===== src/design/emadc_pkg.sv =====
`timescale 1ns / 1ps
`default_nettype none
package emadc_pkg;

  localparam int CODE_W    = 16;
  localparam int CHARGE_W  = 32;
  localparam int CHG_OUT_W = 31;
  localparam int STEP_W    = 15;
  localparam int MAN_W     = 4;
  localparam int RNG_W     = 3;
  localparam int MAN_MAX   = 12;
  localparam int RNG_MAX   = 4;
  localparam int MAN_HI    = (CODE_W - 1 < MAN_MAX) ? (CODE_W - 1) : MAN_MAX;

  localparam logic [MAN_W-1:0] MAN_RST = 4'd8;
  localparam logic [RNG_W-1:0] RNG_RST = 3'd4;

  typedef enum logic {
    CMD_ENCODE = 1'b0,
    CMD_DECODE = 1'b1
  } cmd_t;

  typedef enum logic {
    REG_MANTISSA_BITS = 1'b0,
    REG_RANGE_BITS    = 1'b1
  } reg_idx_t;

  typedef struct packed {
    logic [MAN_W-1:0] man;
    logic [RNG_W-1:0] rng;
  } cfg_t;

endpackage
`default_nettype wire


===== src/design/emadc_cfg.sv =====
`timescale 1ns / 1ps
`default_nettype none
module emadc_cfg (
  input  wire logic                        clk,
  input  wire logic                        rst_n,
  input  wire logic                        wr_en,
  input  wire emadc_pkg::reg_idx_t         wr_idx,
  input  wire logic [emadc_pkg::MAN_W-1:0] wr_data,
  output emadc_pkg::cfg_t                  cfg
);

  logic [emadc_pkg::MAN_W-1:0] mantissa_bits_r, mantissa_bits_nxt;
  logic [emadc_pkg::RNG_W-1:0] range_bits_r, range_bits_nxt;
  logic [emadc_pkg::MAN_W:0]   rng_room;
  logic [emadc_pkg::MAN_W-1:0] man_eff;
  logic [emadc_pkg::RNG_W-1:0] rng_eff;

  always_comb begin
    mantissa_bits_nxt = mantissa_bits_r;
    range_bits_nxt    = range_bits_r;
    if (wr_en) begin
      unique case (wr_idx)
        emadc_pkg::REG_MANTISSA_BITS: mantissa_bits_nxt = wr_data;
        emadc_pkg::REG_RANGE_BITS:    range_bits_nxt    = wr_data[emadc_pkg::RNG_W-1:0];
        default: ;
      endcase
    end
  end

  always_ff @(posedge clk) begin
    if (!rst_n) begin
      mantissa_bits_r <= emadc_pkg::MAN_RST;
      range_bits_r    <= emadc_pkg::RNG_RST;
    end else begin
      mantissa_bits_r <= mantissa_bits_nxt;
      range_bits_r    <= range_bits_nxt;
    end
  end

  // clamp M, then clamp E against the code bits left over
  always_comb begin
    if (mantissa_bits_r == '0) begin
      man_eff = 4'd1;
    end else if (32'(mantissa_bits_r) > emadc_pkg::MAN_HI) begin
      man_eff = 4'(emadc_pkg::MAN_HI);
    end else begin
      man_eff = mantissa_bits_r;
    end
    rng_room = 5'(emadc_pkg::CODE_W) - {1'b0, man_eff};
    if (range_bits_r == '0) begin
      rng_eff = 3'd1;
    end else if (32'(range_bits_r) > emadc_pkg::RNG_MAX) begin
      rng_eff = 3'(emadc_pkg::RNG_MAX);
    end else begin
      rng_eff = range_bits_r;
    end
    if ({2'b0, rng_eff} > rng_room) begin
      rng_eff = rng_room[emadc_pkg::RNG_W-1:0];
    end
  end

  assign cfg.man = man_eff;
  assign cfg.rng = rng_eff;

endmodule
`default_nettype wire


===== src/design/emadc_enc.sv =====
`timescale 1ns / 1ps
`default_nettype none
module emadc_enc (
  input  wire emadc_pkg::cfg_t                cfg,
  input  wire logic [emadc_pkg::CHARGE_W-1:0] charge,
  output logic [emadc_pkg::CODE_W-1:0]        code,
  output logic                                sat
);

  logic [30:0] mag;
  logic        neg;
  logic [4:0]  lead;
  logic [5:0]  shift;
  logic [4:0]  top;
  logic        lin;
  logic        over;
  logic [30:0] shifted;
  logic [15:0] rng_part;
  logic [15:0] norm_code;
  logic [16:0] ones;

  assign mag = charge[30:0];
  assign neg = charge[emadc_pkg::CHARGE_W-1];

  // leading-one position
  always_comb begin
    lead = '0;
    for (int i = 0; i < 31; i++) begin
      if (mag[i]) lead = 5'(i);
    end
  end

  assign shift     = {1'b0, lead} - {2'b0, cfg.man};
  assign top       = 5'd1 << cfg.rng;
  assign lin       = (mag >> ({1'b0, cfg.man} + 5'd1)) == 31'd0;
  assign over      = ({1'b0, shift} + 7'd1) >= {2'b0, top};
  assign shifted   = mag >> shift;
  assign rng_part  = {12'd0, shift[3:0]} << cfg.man;
  assign norm_code = rng_part + {3'd0, shifted[12:0]};
  assign ones      = (17'd1 << ({1'b0, cfg.man} + {2'b0, cfg.rng})) - 17'd1;

  always_comb begin
    code = '0;
    sat  = 1'b0;
    if (neg) begin
      code = '0;
    end else if (lin) begin
      code = {3'd0, mag[12:0]};
    end else if (over) begin
      code = ones[15:0];
      sat  = 1'b1;
    end else begin
      code = norm_code;
    end
  end

endmodule
`default_nettype wire


===== src/design/emadc_dec.sv =====
`timescale 1ns / 1ps
`default_nettype none
module emadc_dec (
  input  wire emadc_pkg::cfg_t                 cfg,
  input  wire logic [emadc_pkg::CODE_W-1:0]    code,
  output logic [emadc_pkg::CHG_OUT_W-1:0]      charge,
  output logic [emadc_pkg::STEP_W-1:0]         step
);

  logic [16:0] code_mask;
  logic [15:0] code_m;
  logic [15:0] rng_full;
  logic [3:0]  rng;
  logic [3:0]  rng_m1;
  logic [12:0] man_mask;
  logic [11:0] man;
  logic [12:0] man_full;

  assign code_mask = (17'd1 << ({1'b0, cfg.man} + {2'b0, cfg.rng})) - 17'd1;
  assign code_m    = code & code_mask[15:0];
  assign rng_full  = code_m >> cfg.man;
  assign rng       = rng_full[3:0];
  assign rng_m1    = rng - 4'd1;
  assign man_mask  = (13'd1 << cfg.man) - 13'd1;
  assign man       = code_m[11:0] & man_mask[11:0];
  assign man_full  = {1'b0, man} | (13'd1 << cfg.man);

  always_comb begin
    if (rng == 4'd0) begin
      charge = {19'd0, man};
      step   = 15'd1;
    end else begin
      charge = {18'd0, man_full} << rng_m1;
      step   = 15'd1 << rng_m1;
    end
  end

endmodule
`default_nettype wire


===== src/design/exp_mantissa_adc_codec_core.sv =====
`timescale 1ns / 1ps
`default_nettype none
// Exponent-plus-mantissa ADC codec. A request is taken on every cycle with
// start high (busy stays low) and its result appears on the out_ ports for
// one cycle, flagged by out_strobe, after one input register, one pass of
// leading-one detect and shifts, and one result register. The receiver
// cannot stall, so it must take each result in the cycle it is shown. Write
// mantissa_bits (index 0) and range_bits (index 1) only with no request in
// flight; cfg_ready is always high.
module exp_mantissa_adc_codec_core (
  input  wire logic                                 clk,
  input  wire logic                                 rst_n,
  input  wire logic                                 start,
  output logic                                      busy,
  input  wire logic                                 in_command,
  input  wire logic signed [emadc_pkg::CHARGE_W-1:0] in_charge_in,
  input  wire logic [emadc_pkg::CODE_W-1:0]         in_code_in,
  output logic                                      out_strobe,
  output logic [emadc_pkg::CODE_W-1:0]              out_code_out,
  output logic                                      out_saturated,
  output logic [emadc_pkg::CHG_OUT_W-1:0]           out_charge_out,
  output logic [emadc_pkg::STEP_W-1:0]              out_step_width,
  input  wire logic                                 cfg_valid,
  output logic                                      cfg_ready,
  input  wire logic                                 cfg_index,
  input  wire logic [emadc_pkg::MAN_W-1:0]          cfg_wdata
);

  emadc_pkg::cfg_t                   cfg;
  logic                              accept;
  logic                              in_vld_r;
  emadc_pkg::cmd_t                   cmd_r;
  logic [emadc_pkg::CHARGE_W-1:0]    charge_r;
  logic [emadc_pkg::CODE_W-1:0]      code_r;
  logic [emadc_pkg::CODE_W-1:0]      enc_code;
  logic                              enc_sat;
  logic [emadc_pkg::CHG_OUT_W-1:0]   dec_charge;
  logic [emadc_pkg::STEP_W-1:0]      dec_step;
  logic                              out_vld_r;
  logic [emadc_pkg::CODE_W-1:0]      code_out_r, code_out_nxt;
  logic                              sat_r, sat_nxt;
  logic [emadc_pkg::CHG_OUT_W-1:0]   charge_out_r, charge_out_nxt;
  logic [emadc_pkg::STEP_W-1:0]      step_r, step_nxt;

  assign busy      = 1'b0;
  assign cfg_ready = 1'b1;
  assign accept    = start && !busy;

  emadc_cfg u_cfg (
    .clk     (clk),
    .rst_n   (rst_n),
    .wr_en   (cfg_valid && cfg_ready),
    .wr_idx  (emadc_pkg::reg_idx_t'(cfg_index)),
    .wr_data (cfg_wdata),
    .cfg     (cfg)
  );

  always_ff @(posedge clk) begin
    if (!rst_n) begin
      in_vld_r  <= 1'b0;
      out_vld_r <= 1'b0;
    end else begin
      in_vld_r  <= accept;
      out_vld_r <= in_vld_r;
    end
  end

  // hold the request payload
  always_ff @(posedge clk) begin
    if (accept) begin
      cmd_r    <= emadc_pkg::cmd_t'(in_command);
      charge_r <= in_charge_in;
      code_r   <= in_code_in;
    end
  end

  emadc_enc u_enc (
    .cfg    (cfg),
    .charge (charge_r),
    .code   (enc_code),
    .sat    (enc_sat)
  );

  emadc_dec u_dec (
    .cfg    (cfg),
    .code   (code_r),
    .charge (dec_charge),
    .step   (dec_step)
  );

  always_comb begin
    code_out_nxt   = '0;
    sat_nxt        = 1'b0;
    charge_out_nxt = '0;
    step_nxt       = '0;
    unique case (cmd_r)
      emadc_pkg::CMD_ENCODE: begin
        code_out_nxt = enc_code;
        sat_nxt      = enc_sat;
      end
      emadc_pkg::CMD_DECODE: begin
        charge_out_nxt = dec_charge;
        step_nxt       = dec_step;
      end
      default: ;
    endcase
  end

  always_ff @(posedge clk) begin
    if (in_vld_r) begin
      code_out_r   <= code_out_nxt;
      sat_r        <= sat_nxt;
      charge_out_r <= charge_out_nxt;
      step_r       <= step_nxt;
    end
  end

  assign out_strobe     = out_vld_r;
  assign out_code_out   = code_out_r;
  assign out_saturated  = sat_r;
  assign out_charge_out = charge_out_r;
  assign out_step_width = step_r;

`ifndef SYNTHESIS
  a_latency: assert property (@(posedge clk) disable iff (!rst_n)
    accept |=> ##1 out_strobe)
    else $error("request did not produce a result two cycles later");

  a_sat_encode_only: assert property (@(posedge clk) disable iff (!rst_n)
    (out_strobe && out_saturated) |-> (out_charge_out == '0 && out_step_width == '0))
    else $error("saturated flag on a decode result");

  a_step_onehot: assert property (@(posedge clk) disable iff (!rst_n)
    (out_strobe && out_step_width != '0) |->
      ($onehot(out_step_width) && out_code_out == '0 && !out_saturated))
    else $error("decode step width malformed or encode fields set");
`endif

endmodule
`default_nettype wire

===== config.mk =====
export PLATFORM = sky130hd
export DESIGN_NAME = exp_mantissa_adc_codec_core
export DESIGN_NICKNAME = d
export VERILOG_FILES = /design/src/design/emadc_pkg.sv /design/src/design/emadc_cfg.sv /design/src/design/emadc_enc.sv /design/src/design/emadc_dec.sv /design/src/design/exp_mantissa_adc_codec_core.sv
export SDC_FILE = /design/constraint.sdc
export NUM_CORES = 1
export LEC_CHECK = 0
export BUFFER_PORTS_ARGS = -buffer_cell sky130_fd_sc_hd__buf_2
export CORE_ASPECT_RATIO = 2
export CORE_MARGIN = 4
export CORE_UTILIZATION = 60
export DETAILED_ROUTE_END_ITERATION = 12
export PLACE_DENSITY = 0.92
export SLEW_MARGIN = 20
export SYNTH_ARGS = -nofsm -noshare
export SYNTH_HDL_FRONTEND = slang
export SYNTH_SLANG_ARGS = --single-unit

===== constraint.sdc =====
create_clock -name clk -period 12.3 [get_ports clk]
set_input_delay 2.46 -clock clk [delete_from_list [all_inputs] [get_ports clk]]
set_output_delay 2.46 -clock clk [all_outputs]
set_load 0.01 [all_outputs]

==> results_dict.tcl <==
set metrics [dict create \
    grt-ovfl-total 0 \
    hold_path_startpoint "u_cfg.range_bits_r[0]" \
    status "finished clean" \
    finalSetupTns_ns 0 \
    rrSetupSlack_ns 1.65 \
    worst-setup-path-type "register to register" \
    cts_resized 0 \
    cts_sinks 118 \
    rr_endpoint "out_charge_out[3]" \
    n_fill_cell 1421 \
    stdcell_area_sq_um 11900 \
    relSlewSlack_pct 27.2 \
    slowest_delay_ns 0.83 \
    routabilityCongestion 1.10 \
    io_pins 124 \
    multi_input_area_sq_um 6730 \
    busiest_layer "met2" \
    synth_commonest_cells "122 x nor2_1, 109 x edfxtp_1, 108 x nand2_1" \
    met1_usage_pct 36.6 \
    synth_most_common_cell "nor2_1" \
    start_util_pct 60.8 \
    std_cell_rows 69 \
    ir_drop_uv 101 \
    ys_seq_elements 118 \
    wirelength_um 42800 \
    drt-initial-drc-count 1019 \
    avgViaCountPerCell 7.22 \
    die_x_um 103 \
    hold_depth 2 \
    reg2reg_from "u_cfg.mantissa_bits_r[2]" \
    vias 10800 \
    grt_pass1_wl_um 62800 \
    synthTopCellsByArea "edfxtp_1 30%, mux4_2 5.2%, ha_1 5.0%" \
    syn_inst 1199 \
    drv_cap 0 \
    hpwl_um 31600 \
    cpMostUsedCell "ha_1" \
    ys_seq_area_share_pct 32.1 \
    slew_viol_final 0 \
    cts-root-buf "clkbuf_16" \
    ctsHtreeMaxLevel 4 \
    yosys_warnings 0 \
    finalCritPeriodShare_pct 86.6 \
    clk_path_buf_depth 2 \
    leakagePower_uw 0.00471 \
    stdcell_count 1489 \
    core_area_sq_um 17700 \
    max_freq_mhz 93.9 \
    critPathCaptureType "register" \
    async_reset_ff_share_pct 0 \
    first_pass_iters 6 \
    cts_buffers 17 \
    die_area_sq_um 20300 \
    yosys.area.top_type "edfxtp_1" \
    critPathRequiredTime_ns 12.60 \
    antenna_found_initial 2 \
    fin_crit_ns 10.65 \
    skew_ns 0.0102 \
    syn_to_final_growth_pct 10.8 \
    path_clk_slew_ns 0.06 \
    ctsHoldBuffers 0 \
    grt_max_degree 62 \
    globalRouteMet3Util_pct 12.9 \
    post_cts.repair.setup_buffers 0 \
    netlist-cell-type-count 109 \
    worst_hold_path_type "register to register" \
    layout.nets 1366 \
    die_y_um 197 \
    p_per_area_nw_per_um2 168 \
    dp.cells 1456 \
    io_buffer_count 118 \
    ff2ff_path_depth 36 \
    path_max_fanout 26 \
    grt_usage_pct 42.7 \
    ys.flop_type "edfxtp_1" \
    clock_latency_ns 0.45 \
    cts_tree "built" \
    synth_area_sq_um 10800 \
    whs_endpoint "u_cfg.range_bits_r[0]" \
    drive_above_1_share_pct 19.3 \
    grt_pass1_vias 10600 \
    synth_area_per_cell_sq_um 8.97 \
    critPathLaunchType "register" \
    ant_nets 0 \
    drc 0 \
    synth_top_area_share_pct 30.4 \
    crit_arrival_ns 10.94 \
    setup_viol 0 \
    rsz0062_at_grt "false" \
    synth_edf_count 109 \
    worst_pin_slew_ns 1.08 \
    wl_per_cell_um 28.7 \
    register_area_sq_um 3450 \
    crit_slowest_cell "a2111oi_1" \
    hold_viol_final 0 \
    postPlaceCellArea_sq_um 11300 \
    gr-usage-met2_pct 72.5 \
]
routing by layer:
metal  vias to the layer above  part of all wire (%)
li1                       4682                     -
met1                      4970                    28
met4                         0                    13
met3                       318                   9.0
met2                       780                    50
met5                         -                     0
worst max-delay path: cells and delay by family, from the launching register on:
family | cells | cell delay, ns
compound gates | 9 | 3.15
fa+ha+maj | 8 | 3.07
flops | 1 | 0.29
simple gates | 11 | 2.30
buf+inv | 7 | 1.38
mux | 1 | 0.28
registers in the layout, summed over array words and instances, names as in the netlist:
register / cells
out_charge_out: 28
out_saturated: 1
out_code_out: 16
cmd_r: 1
u_cfg.range_bits_r: 3
out_strobe: 1
code_r: 16
charge_r: 32
u_cfg.mantissa_bits_r: 4
in_vld_r: 1
out_step_width: 15
worst max path at each step:
stage          cells after the start                startpoint           endpoint  slack, ns
6_report                          36  u_cfg.mantissa_bits_r[2]  out_charge_out[3]       1.65
5_1_grt                           36  u_cfg.mantissa_bits_r[2]  out_charge_out[3]       0.95
4_1_cts                           36  u_cfg.mantissa_bits_r[2]  out_charge_out[3]       1.58
3_5_place_dp                      36  u_cfg.mantissa_bits_r[2]  out_charge_out[3]       1.71
3_3_place_gp                      36  u_cfg.mantissa_bits_r[2]  out_charge_out[3]       2.25
2_1_floorplan                     41  u_cfg.mantissa_bits_r[3]  out_charge_out[1]       3.10
layout by cell type, fill, tap and decap left out, types with 33 or more instances in the layout:
master / count
a211oi_1: 33
a21oi_1: 82
buf_2: 117
edfxtp_1: 109
ha_1: 43
inv_1: 37
mux2i_1: 49
nand2_1: 108
nand3_1: 35
nor2_1: 122
nor3_1: 37
o21ai_0: 47
power by group:
group / internal, uW / switching [uW]
Combinational: 354 / 630
Clock: 282 / 210
Sequential: 486 / 36.8
cell type report:
class,count,share of cell area (%)
diodes,1,0.0210
clock buffers,17,3.57
multi-input cells,946,56.5
clock inverters,15,1.21
repair buffers,136,6.11
flip-flops and latches,118,29.0
well taps,213,2.24
inverters,43,1.40
stage by stage:
stage	setup slack, ns	hold slack, ns	total power, uW	utilization, %
3_5_place_dp	1.71	0.470	1450	63.9
4_1_cts	1.58	0.478	1940	67.2
2_1_floorplan	3.10	0.443	1190	-
5_1_grt	0.953	0.495	2070	67.3
3_3_place_gp	2.25	0.459	1440	63.9
6_report	1.65	0.475	2000	67.3
cell families after synthesis:
group / after synthesis / share of synthesized area [%]
AOI/OAI and AO/OA: 340 / 22.3
xor gates and xnor gates: 25 / 2.11
adders and majority gates: 47 / 5.65
buffers and inverters: 138 / 5.88
DFF: 118 / 32.1
muxes: 83 / 10.9
other: 2 / 0.0698
and+or+nand+nor: 446 / 21.0
No activity file was read; power rests on OpenSTA's default activity.
